## src/gwo_pkg.sv

```systemverilog
`timescale 1ns / 1ps

package gwo_pkg;

    // Table geometry and sample format.
    localparam int TABLE_SIZE  = 512;
    localparam int SAMPLE_BITS = 16;
    localparam int ADDR_W      = $clog2(TABLE_SIZE);
    localparam int IDX_W       = ADDR_W + 1;
    localparam int QUARTER     = TABLE_SIZE / 4;
    localparam int QIDX_W      = ADDR_W - 1;

    // Phase accumulator: table position with a 16-bit fraction.
    localparam int PHASE_FRAC  = 16;
    localparam int PHASE_W     = ADDR_W + PHASE_FRAC;
    localparam int STEP_SHIFT  = 24;

    // Field widths fixed by the interface.
    localparam int OPCODE_W    = 2;
    localparam int FREQ_W      = 24;
    localparam int AMP_W       = 17;
    localparam int INC_W       = 32;
    localparam int HALF_W      = INC_W / 2;
    localparam int CFG_IDX_W   = 3;
    localparam int CFG_DATA_W  = 32;

    // Widths of the table build arithmetic.
    localparam int SQ_W        = 2 * ADDR_W + 1;
    localparam int DEN_W       = 3 * ADDR_W + 1;
    localparam int NUM_W       = DEN_W + SAMPLE_BITS;
    localparam int QUOT_W      = SAMPLE_BITS;
    localparam int FAC_W       = IDX_W + 2;
    localparam int SHRINK_W    = AMP_W + IDX_W;
    localparam int T_W         = PHASE_FRAC + SAMPLE_BITS;

    localparam logic [63:0] FULL_SCALE = 64'd1 << (SAMPLE_BITS - 1);
    localparam logic [SAMPLE_BITS-1:0] SAMPLE_MAX = SAMPLE_BITS'(FULL_SCALE - 64'd1);
    localparam logic [AMP_W-1:0] AMP_ONE = AMP_W'(1 << 16);
    localparam logic [63:0] TWO_PI_Q30 = 64'd6746518852;

    // Request queue between the front and the back.
    localparam int QUEUE_DEPTH = 2;
    localparam int QPTR_W      = $clog2(QUEUE_DEPTH);

    // Opcodes of the input request.
    localparam logic [OPCODE_W-1:0] OP_SAMPLE  = 2'd0;
    localparam logic [OPCODE_W-1:0] OP_UPDATE  = 2'd1;
    localparam logic [OPCODE_W-1:0] OP_REBUILD = 2'd2;

    // Configuration register indexes.
    localparam logic [CFG_IDX_W-1:0] REG_WAVEFORM_MODE    = 3'd0;
    localparam logic [CFG_IDX_W-1:0] REG_RISE_END         = 3'd1;
    localparam logic [CFG_IDX_W-1:0] REG_FALL_END_MAX     = 3'd2;
    localparam logic [CFG_IDX_W-1:0] REG_FALL_SHRINK_MAX  = 3'd3;
    localparam logic [CFG_IDX_W-1:0] REG_INCREMENT_PER_HZ = 3'd4;

    typedef struct packed {
        logic [OPCODE_W-1:0] opcode;
        logic [FREQ_W-1:0]   frequency;
        logic [AMP_W-1:0]    amplitude;
    } in_t;

    typedef struct packed {
        logic signed [SAMPLE_BITS-1:0] sample;
        logic                          is_sample;
    } out_t;

    typedef struct packed {
        logic              waveform_mode;
        logic [IDX_W-1:0]  rise_end;
        logic [IDX_W-1:0]  fall_end_max;
        logic [IDX_W-1:0]  fall_shrink_max;
        logic [INC_W-1:0]  increment_per_hz;
    } cfg_t;

    // Command decided by the front for each accepted request.
    typedef enum logic [2:0] {
        CMD_NOP           = 3'd0,
        CMD_SAMPLE        = 3'd1,
        CMD_UPDATE        = 3'd2,
        CMD_REBUILD_PULSE = 3'd3,
        CMD_REBUILD_SINE  = 3'd4
    } cmd_t;

    typedef struct packed {
        cmd_t              cmd;
        logic [FREQ_W-1:0] frequency;
        logic [AMP_W-1:0]  amplitude;
    } job_t;

    typedef struct packed {
        logic valid;
        job_t job;
    } queue_head_t;

    typedef struct packed {
        logic pop;
        logic hold;
    } back_stat_t;

    typedef struct packed {
        logic             start;
        logic [NUM_W-1:0] num;
        logic [DEN_W-1:0] den;
    } div_req_t;

    typedef struct packed {
        logic              done;
        logic [QUOT_W-1:0] quot;
    } div_rsp_t;

    typedef logic [SAMPLE_BITS-1:0] sine_rom_t [QUARTER+1];

    // One quarter period of sine magnitudes, built at elaboration with a
    // Q30 Taylor series up to the thirteenth power.
    function automatic sine_rom_t build_sine_rom();
        sine_rom_t   rom;
        logic [63:0] step;
        logic [63:0] r;
        logic [63:0] x;
        logic [63:0] term;
        logic [63:0] sum;
        logic [63:0] mag;
        step = 64'd1 << (32 - ADDR_W);
        for (int k = 0; k <= QUARTER; k++) begin
            r    = 64'(k) * step;
            x    = (r * TWO_PI_Q30) >> 32;
            sum  = x;
            term = x;
            for (int n = 1; n <= 6; n++) begin
                term = (((term * x) >> 30) * x) >> 30;
                term = term / 64'((2 * n) * (2 * n + 1));
                if ((n % 2) == 1) begin
                    sum = (sum >= term) ? sum - term : 64'd0;
                end else begin
                    sum = sum + term;
                end
            end
            mag = (sum * FULL_SCALE + (64'd1 << 29)) >> 30;
            if (mag > FULL_SCALE - 64'd1) begin
                mag = FULL_SCALE - 64'd1;
            end
            rom[k] = mag[SAMPLE_BITS-1:0];
        end
        return rom;
    endfunction

    localparam sine_rom_t SINE_ROM = build_sine_rom();

endpackage

```

## src/gwo_front.sv

```systemverilog
`timescale 1ns / 1ps

module gwo_front import gwo_pkg::*; (
    input  logic        aclk,
    input  logic        aresetn,
    input  logic        s_valid,
    output logic        s_ready,
    input  in_t         s_data,
    input  logic        waveform_mode,
    input  back_stat_t  bstat,
    output queue_head_t head
);

    job_t              q_mem_reg [QUEUE_DEPTH];
    logic [QPTR_W-1:0] wr_ptr_reg;
    logic [QPTR_W-1:0] wr_ptr_next;
    logic [QPTR_W-1:0] rd_ptr_reg;
    logic [QPTR_W-1:0] rd_ptr_next;
    logic [QPTR_W:0]   count_reg;
    logic [QPTR_W:0]   count_next;
    logic              push;
    job_t              job_in;

    // Make a command; user must hold mode stable while work is pending; unchecked.
    always_comb begin
        job_in.frequency = s_data.frequency;
        job_in.amplitude = (s_data.amplitude > AMP_ONE) ? AMP_ONE : s_data.amplitude;
        case (s_data.opcode)
            OP_SAMPLE: begin
                job_in.cmd = CMD_SAMPLE;
            end
            OP_UPDATE: begin
                job_in.cmd = waveform_mode ? CMD_NOP : CMD_UPDATE;
            end
            OP_REBUILD: begin
                job_in.cmd = waveform_mode ? CMD_REBUILD_SINE : CMD_REBUILD_PULSE;
            end
            default: begin
                job_in.cmd = CMD_NOP;
            end
        endcase
    end

    // Accept while the queue has room and the table is not being cleared.
    assign s_ready = (count_reg != (QPTR_W + 1)'(QUEUE_DEPTH)) && !bstat.hold;
    assign push    = s_valid && s_ready;

    always_comb begin
        wr_ptr_next = wr_ptr_reg;
        rd_ptr_next = rd_ptr_reg;
        count_next  = count_reg;
        if (push) begin
            wr_ptr_next = (wr_ptr_reg == QPTR_W'(QUEUE_DEPTH - 1)) ? '0 : wr_ptr_reg + 1'b1;
        end
        if (bstat.pop) begin
            rd_ptr_next = (rd_ptr_reg == QPTR_W'(QUEUE_DEPTH - 1)) ? '0 : rd_ptr_reg + 1'b1;
        end
        if (push && !bstat.pop) begin
            count_next = count_reg + 1'b1;
        end else if (!push && bstat.pop) begin
            count_next = count_reg - 1'b1;
        end
    end

    always_ff @(posedge aclk) begin
        if (!aresetn) begin
            wr_ptr_reg <= '0;
            rd_ptr_reg <= '0;
            count_reg  <= '0;
        end else begin
            wr_ptr_reg <= wr_ptr_next;
            rd_ptr_reg <= rd_ptr_next;
            count_reg  <= count_next;
        end
    end

    always_ff @(posedge aclk) begin
        if (push) begin
            q_mem_reg[wr_ptr_reg] <= job_in;
        end
    end

    assign head.valid = (count_reg != '0);
    assign head.job   = q_mem_reg[rd_ptr_reg];

endmodule

```

## config.mk

```make
export PLATFORM = sky130hd
export DESIGN_NAME = gwo_front
export DESIGN_NICKNAME = d
export VERILOG_FILES = /design/src/gwo_pkg.sv /design/src/gwo_front.sv
export SDC_FILE = /design/constraint.sdc
export NUM_CORES = 1
export LEC_CHECK = 0
export BUFFER_PORTS_ARGS = -buffer_cell sky130_fd_sc_hd__buf_2
export CAP_MARGIN = 20
export CELL_PAD_IN_SITES_DETAIL_PLACEMENT = 0
export CELL_PAD_IN_SITES_GLOBAL_PLACEMENT = 1
export CORE_AREA = 5 5 103 105
export DETAILED_ROUTE_END_ITERATION = 6
export DIE_AREA = 0 0 108 110
export PLACE_DENSITY = 0.85
export SYNTH_ARGS = -nofsm -noshare
export SYNTH_HDL_FRONTEND = slang
export SYNTH_SLANG_ARGS = --single-unit
```

## constraint.sdc

```tcl
create_clock -name aclk -period 4.05 [get_ports aclk]
set_input_delay 1.0125 -clock aclk [delete_from_list [all_inputs] [get_ports aclk]]
set_output_delay 1.0125 -clock aclk [all_outputs]
set_load 0.01 [all_outputs]
```

==> impl_metrics.yaml, run 1 <==
yosys:
  ys_types: 25
  synth_edf_count: 88
  synth.most_common_cell: "edfxtp_1"
  ys_warn_count: 0
  ys_ff_latch: 93
  avgSynthCellArea_um2: 19.1
  syn_inst: 190
  netlist.area_leader.share: 0.727
  synthesis.area_um2: 3630
  synth_top_cell_by_area: "edfxtp_1"
  syn_nets: 240
  ys_seq_area_frac: 0.755
  synth_ff_type: "edfxtp_1"
  ys_top_cells_by_area: "edfxtp_1, mux2_2, dfxtp_1, nor2b_1, nor4_4"
  synthTopCellsByCount: "edfxtp_1, mux2_2, nor2b_1, buf_2, dfxtp_1"
  async_flop_share: 0
setup_path:
  crit_path_start_kind: "flip-flop"
  crit_family: "flip-flops"
  criticalPathCategory: "flip-flop to output port"
  path_buf_inv: 2
  path_cells: "buf_12 > mux2_2 > buf_2"
  crit_required_ns: 3.04
  crit_fanout: 24
  slowest_delay_ns: 0.67
  cp_slowest_cell: "dfxtp_2"
  cp_data_arrival_time_ns: 1.78
  crit_path_end_kind: "output port"
sta:
  skew_ns: 0.00590
  finalCriticalPeriod_ns: 2.79
  rsz0062_at_grt: "false"
  tns_ns: 0
  setup_viol: 0
  finalWorstSetupSlack_ns: 1.26
  drv_slew: 0
  fmax_mhz: 358
  finalCritPeriodShare: 0.689
  worst_pin_slew_ns: 0.606
  hold_violations: 0
  max_slew_margin: 0.596
floorplanning:
  die_x_um: 108
  die_h_um: 110
  rows: 36
  die-area_um2: 11900
  core-area_um2: 9550
  ios: 95
  start_util: 0.381
run:
  cap_violations: 0
clocking:
  clk_pin_slew_worst_paths_ns: 0.08
  clock_latency_ns: 0.34
  cts_setup_buffers: 0
  clockRootBuffer: "clkbuf_8"
  cts.sinks: 93
  cts-buffers-inserted: 9
  cts_tree: "built"
  hold_buffers: 0
  h-tree-depth: 3
  cts_resized: 0
  clockBufferDepth: 2
power:
  powerDensity_nw_per_um2: 425
  vdd_drop_max_mv: 0.200
  leakagePower_nw: 1.64
  seqPwrFrac: 0.591
  switching_share: 0.223
  pwr-share-clk: 0.284
  total_power_w: 0.00190
  netSwitchingPower_w: 0.000424
  p_comb_frac: 0.125
  p_int_w: 0.00148
global_route:
  overflow: 0
  grt_pass1_vias: 2060
  grt_pass1_wl_um: 9850
  grt_util_all_layers: 0.109
  grt_antenna_before_repair: 0
  grt_max_degree: 45
cells_and_area:
  syn2layout_area_growth_pct: 23.3
  seqCellArea_um2: 2740
  antenna_cells: 0
  multiInputGateArea_um2: 861
  fill_cells: 872
  largest_reg_flops: 88
  fin_cells: 430
  drive_gt1_frac: 0.552
  layout.nets: 342
hold_path:
  hp-class: "flip-flop to flip-flop"
routing:
  wire_per_inst_um: 14.4
  dr.pass1.iters: 4
  vias_per_cell: 4.48
  drc: 0
  wl_um: 6180
  drt-initial-drc-count: 65
  num_vias: 1925
  ant_nets: 0
place:
  port_buffers: 94
  dp_cells: 412
  hpwl_um: 4170
  post-place-ws_ns: 1.30
  gp_congestion: 0.668
outcome:
  status: "finished, final reports clean"
==> power by group through the flow <==
stage	logic [W]	clock network, W	registers, W
after CTS	0.000231	0.000569	0.00113
final	0.000238	0.000540	0.00112
after detailed placement	0.000230	0	0.00116
after global routing	0.000262	0.000607	0.00113
after floorplan	0.000147	0	0.00114
after global placement	0.000225	0	0.00115
==> through the flow <==
| step | hold slack, ns | util | area, um^2 |
|---|---|---|---|
| CTS | 0.519 | 0.464 | 4430 |
| global placement | 0.482 | 0.446 | 4260 |
| finish | 0.512 | 0.469 | 4480 |
| floorplan | 0.468 | - | 3640 |
| detailed placement | 0.505 | 0.446 | 4260 |
| global route | 0.568 | 0.469 | 4480 |
==> path summary, 6_finish.rpt <==
check                       startpoint                         to  slack, ns  depth (start not counted)
max                          flip-flop                   head[42]       1.26                          3
min          count_reg[1]$_SDFFE_PN0P_  count_reg[1]$_SDFFE_PN0P_       0.51                          2
max reg2reg  count_reg[0]$_SDFFE_PN0P_  q_mem_reg[1][0]$_DFFE_PP_       2.22                          4
min reg2reg  count_reg[1]$_SDFFE_PN0P_  count_reg[1]$_SDFFE_PN0P_       0.51                          2
==> layout by cell type, fill, tap and decap left out, drive strengths merged <==
master   n
nor2     3
or2      1
nor4     5
nand2    1
clkinv   2
xor2     2
or3      1
a21oi    1
edfxtp  88
inv      3
nor3     1
clkbuf  14
ha       1
o21ai    1
dfxtp    5
o31a     1
and2     4
a41oi    1
nor2b   17
a21boi   1
buf     97
mux2    44
xnor2    2
o21a     1
==> cells by family after synthesis <==
| group | share of synthesized area |
|---|---|
| buf+inv | 0.0110 |
| compound gates | 0.0169 |
| flops | 0.755 |
| mux | 0.136 |
| simple gates | 0.0678 |
| fa+ha+maj | 0.00344 |
| xor+xnor | 0.00964 |
==> worst min-delay path, stage by stage, from the launching register on <==
cell	delay [ns]
dfxtp_1	0.33
o21ai_0	0.07
a21boi_0	0.07
==> layer usage <==
metal  global-route usage  share of wire
met1                0.134           0.41
met2                0.180           0.51
met3               0.0274          0.061
met4               0.0568          0.018
met5                    0              0
==> area by class of cell <==
| class | count | share of cell area |
|---|---|---|
| clock inverters | 2 | 0.00223 |
| repair buffers | 97 | 0.117 |
| clock buffers | 14 | 0.0363 |
| flip-flops and latches | 93 | 0.612 |
| multi-input cells | 88 | 0.192 |
| well taps | 133 | 0.0371 |
| inverters | 3 | 0.00251 |
Note: power is estimated with default switching activity, not from simulation.
==> inputs of run 2 (changes only) <==
ABC_AREA = 1   (was not set)
clock period = 2.7 ns   (was 4.05 ns; I/O delays follow)
==> run 2 against run 1 <==
Net effect:
- synthesized cell count grew 21%
- power grew 50%
- count of clock-buffer cells in the layout is the same
- wire length grew 5.3%
- global-route usage grew 0.46 points
- setup slack lost 0.73 ns
- clock power grew 63%
- cell area grew 1.0%
- via count grew 7.9%
- sequential share of layout area shrank 0.63 points
- first-iteration DRC count shrank 11%
- sequential power grew 48%
- critical path type unchanged
==> impl_metrics.yaml, run 2 <==
outcome:
  status: "finished, final reports clean"
power:
  leakagePower_nw: 1.76
  powerDensity_nw_per_um2: 631
  vdd_drop_max_mv: 0.251
setup_path:
  cp_data_arrival_time_ns: 1.49
  path_cells: "buf_4 > mux2_2 > buf_2"
  crit_path_start_kind: "flip-flop"
  crit_path_end_kind: "output port"
  criticalPathCategory: "flip-flop to output port"
  crit_fanout: 24
  crit_required_ns: 2.03
  slowest_delay_ns: 0.38
  r2r_cells: 10
  r2r_end: "count_reg[1]$_SDFFE_PN0P_"
  crit_family: "buffers and inverters"
  cp_slowest_cell: "mux2_2"
  r2r_start: "count_reg[0]$_SDFFE_PN0P_"
  ff2ff_setup_slack_ns: 1.17
  path_buf_inv: 2
routing:
  wire_per_inst_um: 13.8
  num_vias: 2078
  drc: 0
  wl_um: 6510
  drt-initial-drc-count: 58
  ant_nets: 0
  dr.pass1.iters: 4
  vias_per_cell: 4.42
cells_and_area:
  largest_reg_flops: 88
  drive_gt1_frac: 0.513
  syn2layout_area_growth_pct: 21.6
  fin_cells: 470
  fin_util: 0.474
  mostFrequentLayoutCells: "buf_2, edfxtp_1, mux2_2"
  fill_cells: 879
  antenna_cells: 0
  layout.nets: 382
  final_common_cell: "buf_2"
sta:
  tns_ns: 0
  setup_viol: 0
  drv_slew: 0
  fmax_mhz: 462
  worst_pin_slew_ns: 0.471
  finalWorstSetupSlack_ns: 0.533
  skew_ns: 0.00536
  max_slew_margin: 0.686
  hold_violations: 0
  rsz0062_at_grt: "false"
  finalCritPeriodShare: 0.802
  finalCriticalPeriod_ns: 2.17
  holdWs_ns: 0.481
clocking:
  clock_latency_ns: 0.34
  cts.sinks: 93
  h-tree-depth: 3
  cts_tree: "built"
  cts_setup_buffers: 0
  clockBufferDepth: 2
  hold_buffers: 0
  clk_pin_slew_worst_paths_ns: 0.08
  cts-buffers-inserted: 9
  cts_resized: 0
  clockRootBuffer: "clkbuf_8"
yosys:
  syn_inst: 230
  ys_warn_count: 0
  ys_seq_area_frac: 0.737
  syn_nets: 280
  ys_ff_latch: 93
  synthTopCellsByCount: "edfxtp_1, mux2_2, inv_1, nor2_1, nand2_1"
  ys_types: 20
  synth_top_cell_by_area: "edfxtp_1"
  synth.most_common_cell: "edfxtp_1"
  synth_ff_type: "edfxtp_1"
  avgSynthCellArea_um2: 16.2
  synth_edf_count: 88
  synthesis.area_um2: 3720
  ys_top_cells_by_area: "edfxtp_1, mux2_2, dfxtp_1, inv_1, a21oi_2"
  async_flop_share: 0
  netlist.area_leader.share: 0.710
hold_path:
  hp-start: "wr_ptr_reg$_SDFFE_PN0N_"
  hp-class: "flip-flop to flip-flop"
  holdPathEnd: "wr_ptr_reg$_SDFFE_PN0N_"
  hold_depth: 2
global_route:
  grt_antenna_before_repair: 0
  grt_util_all_layers: 0.114
  grt_pass1_vias: 2202
  grt_max_degree: 25
  overflow: 0
  grt_pass1_wl_um: 10300
floorplanning:
  rows: 36
  die_x_um: 108
  die-area_um2: 11900
  core-area_um2: 9550
  ios: 95
  die_h_um: 110
  start_util: 0.390
run:
  cap_violations: 0
place:
  port_buffers: 94
  dp_cells: 454
  post-place-ws_ns: 0.824
  hpwl_um: 4600
  gp_congestion: 0.729
run 2: cell count changes after synthesis, moves of 3 or more:
| cell | change |
|---|---|
| and2_1 | -4 |
| buf_6 | +5 |
| nor2_1 | +12 |
| a21oi_2 | +10 |
| inv_1 | +22 |
| a21oi_1 | +8 |
| nor4_2 | -3 |
| nand2_1 | +13 |
| nor2b_1 | -16 |
run 2: power by group:
group          internal, W  total, W  switching [W]
Sequential         0.00165   0.00166      0.0000144
Clock             0.000454  0.000880       0.000426
Combinational     0.000145  0.000317       0.000172
Total              0.00224   0.00286       0.000612
run 2: how the worst max path moves through the flow:
stage | end | cells past startpoint
2_1_floorplan | q_mem_reg[1][0]$_DFFE_PP_ | 3
3_3_place_gp | q_mem_reg[0][41]$_DFFE_PP_ | 7
3_5_place_dp | q_mem_reg[0][42]$_DFFE_PP_ | 7
4_1_cts | head[17] | 3
5_1_grt | head[30] | 3
6_report | head[25] | 3
run 2: cell type report:
type / instances / area, um^2 / share of cell area
inverters: 25 / 93.8 / 0.0207
flip-flops and latches: 93 / 2740 / 0.606
repair buffers: 100 / 515 / 0.114
clock inverters: 2 / 35.0 / 0.00774
multi-input cells: 103 / 820 / 0.181
well taps: 133 / 166 / 0.0368
clock buffers: 14 / 153 / 0.0337
run 2: worst min-delay path: stages, from the launching register on:
cell	delay (ns)
dfxtp_1	0.32
nand2_1	0.06
a21boi_0	0.07
run 2: metal layers:
layer / routed length, um / part of all wire / global-route usage / up-vias
met4: 30 / 0.0046 / 0.0460 / 0
li1: - / - / - / 1026
met1: 2710 / 0.42 / 0.128 / 985
met5: 0 / 0 / 0 / -
met3: 442 / 0.068 / 0.0408 / 4
met2: 3330 / 0.51 / 0.198 / 63
run 2: cell families after synthesis:
kind of cell / after synthesis / synth area share
muxes: 44 / 0.133
and+or+nand+nor: 36 / 0.0403
buffers and inverters: 34 / 0.0454
adders and majority gates: 1 / 0.00336
xor gates and xnor gates: 1 / 0.00235
DFF: 93 / 0.737
AOI/OAI and AO/OA: 21 / 0.0390
run 2: metrics by stage:
stage          area, um^2  total power [W]
2_1_floorplan        3730          0.00189
3_3_place_gp         4340          0.00201
3_5_place_dp         4340          0.00202
4_1_cts              4530          0.00290
5_1_grt              4530          0.00300
6_report             4530          0.00286
==> inputs of run 3 (changes only) <==
clock period = 2 ns   (was 2.7 ns; I/O delays follow)
==> run 3 against run 2 <==
Net effect:
- power is 30% higher
- sequential power increased by 35%
- global-route usage is 0.59 points higher
- combinational power increased by 45%
- first-iteration DRC count down 5.2%
- non-clock buffer count stayed put
- sequential share of layout area decreased by 0.62 points
- critical path type unchanged
- largest cell class unchanged
- highest routed layer unchanged
==> impl_metrics.yaml, run 3 (same netlist as run 2, synthesis figures left out) <==
global_route:
  overflow: 0
  grt_max_degree: 45
  grt_pass1_wl_um: 10700
  grt_pass1_vias: 2255
  grt_antenna_before_repair: 0
  grt_util_all_layers: 0.120
sta:
  fmax_mhz: 520
  max_slew_margin: 0.688
  finalWorstSetupSlack_ns: 0.0752
  rsz0062_at_grt: "true"
  finalCritPeriodShare: 0.962
  tns_ns: 0
  worst_pin_slew_ns: 0.469
  drv_slew: 0
  hold_violations: 0
  setup_viol: 0
  skew_ns: 0.00491
  finalCriticalPeriod_ns: 1.92
power:
  netSwitchingPower_w: 0.000844
  leakagePower_nw: 1.76
  p_comb_frac: 0.124
  seqPwrFrac: 0.603
  powerDensity_nw_per_um2: 813
  pwr-share-clk: 0.274
  switching_share: 0.227
  vdd_drop_max_mv: 0.277
  p_int_w: 0.00288
place:
  post-place-ws_ns: 0.296
  port_buffers: 94
  gp_congestion: 0.773
  hpwl_um: 4640
cells_and_area:
  mostFrequentLayoutCells: "buf_2, edfxtp_1, mux2_2"
  syn2layout_area_growth_pct: 23.0
  final_common_cell: "buf_2"
  largest_reg_flops: 88
  drive_gt1_frac: 0.512
  layout.nets: 382
  antenna_cells: 0
setup_path:
  crit_family: "flip-flops"
  cp_slowest_cell: "dfxtp_4"
  crit_path_start_kind: "flip-flop"
  r2r_cells: 10
  crit_required_ns: 1.50
  cp_data_arrival_time_ns: 1.42
  crit_fanout: 18
  slowest_delay_ns: 0.40
  r2r_start: "count_reg[0]$_SDFFE_PN0P_"
  criticalPathCategory: "flip-flop to output port"
  path_buf_inv: 2
  crit_path_end_kind: "output port"
  r2r_end: "count_reg[1]$_SDFFE_PN0P_"
  ff2ff_setup_slack_ns: 0.45
  path_cells: "buf_12 > mux2_2 > buf_2"
floorplanning:
  die-area_um2: 11900
  ios: 95
  start_util: 0.390
  core-area_um2: 9550
  rows: 36
  die_x_um: 108
  die_h_um: 110
clocking:
  hold_buffers: 0
  cts_tree: "built"
  cts.sinks: 93
  cts-buffers-inserted: 9
  clockRootBuffer: "clkbuf_8"
  h-tree-depth: 3
  clk_pin_slew_worst_paths_ns: 0.08
  clockBufferDepth: 2
  clock_latency_ns: 0.35
routing:
  dr.pass1.iters: 4
  drc: 0
  drt-initial-drc-count: 55
  wl_um: 6860
  ant_nets: 0
  num_vias: 2121
  vias_per_cell: 4.52
  wire_per_inst_um: 14.6
hold_path:
  holdPathEnd: "q_mem_reg[1][18]$_DFFE_PP_"
  hold_depth: 1
  hp-start: "s_data[18]"
  hp-class: "input port to flip-flop"
run:
  cap_violations: 0
outcome:
  status: "finished, final reports clean"
-- run 3: worst max path at each step --
stage	from	endpoint	slack (ns)	cells after the start
after floorplan	bstat[0]	q_mem_reg[0][0]$_DFFE_PP_	0.13	5
after global placement	flip-flop	head[16]	0.35	3
after detailed placement	bstat[0]	count_reg[1]$_SDFFE_PN0P_	0.30	10
after CTS	flip-flop	head[0]	0.01	3
after global routing	flip-flop	head[12]	-0.0002	3
final	flip-flop	head[15]	0.08	3
-- run 3: stage by stage --
| stage | hold slack [ns] | cell area (um^2) | power [W] | cells | utilization |
|---|---|---|---|---|---|
| final | 0.333 | 4580 | 0.00372 | 469 | 0.479 |
| after global placement | 0.468 | 4390 | 0.00273 | 453 | 0.459 |
| after detailed placement | 0.473 | 4390 | 0.00274 | 453 | 0.459 |
| after global routing | 0.308 | 4580 | 0.00391 | 469 | 0.479 |
| after CTS | 0.303 | 4540 | 0.00378 | 468 | 0.476 |
| after floorplan | 0.452 | 3730 | 0.00255 | 230 | - |
-- run 3: power by group through the flow --
stage	registers, W	clock network, W	logic, W
after global placement	0.00228	0	0.000450
after CTS	0.00224	0.00108	0.000462
final	0.00224	0.00102	0.000461
after detailed placement	0.00229	0	0.000457
after global routing	0.00225	0.00115	0.000508
after floorplan	0.00228	0	0.000267
-- run 3: worst register-to-register path, cell delays in order, from the launching register on --
cell	delay [ns]
dfxtp_1	0.30
inv_1	0.13
nand2_1	0.07
nand3_1	0.16
inv_1	0.09
ha_1	0.20
or2_2	0.31
nand3_1	0.07
nand2_1	0.05
inv_1	0.04
nor2_1	0.03
-- run 3: layout make-up --
type / count / area [um^2]
clock buffers: 12 / 135
clock inverters: 3 / 13.8
fillers: 866 / 4970
inverters: 25 / 97.6
multi-input cells: 103 / 823
flip-flops and latches: 93 / 2750
well taps: 133 / 166
repair buffers: 100 / 596
-- run 3: per-layer routing --
metal  routed length, um  GRT usage  vias to the layer above
met3                 471     0.0408                       13
met1                2830      0.138                     1020
met4                 117     0.0568                        0
met5                   0          0                        -
met2                3440      0.202                       60
li1                    -          -                     1028
-- run 3: repair_timing --
item                                    CTS  global route
gates resized for setup                   2             3
cloned                                    0             1
endpoints found under the setup margin   18            12
buffers inserted                          0             0
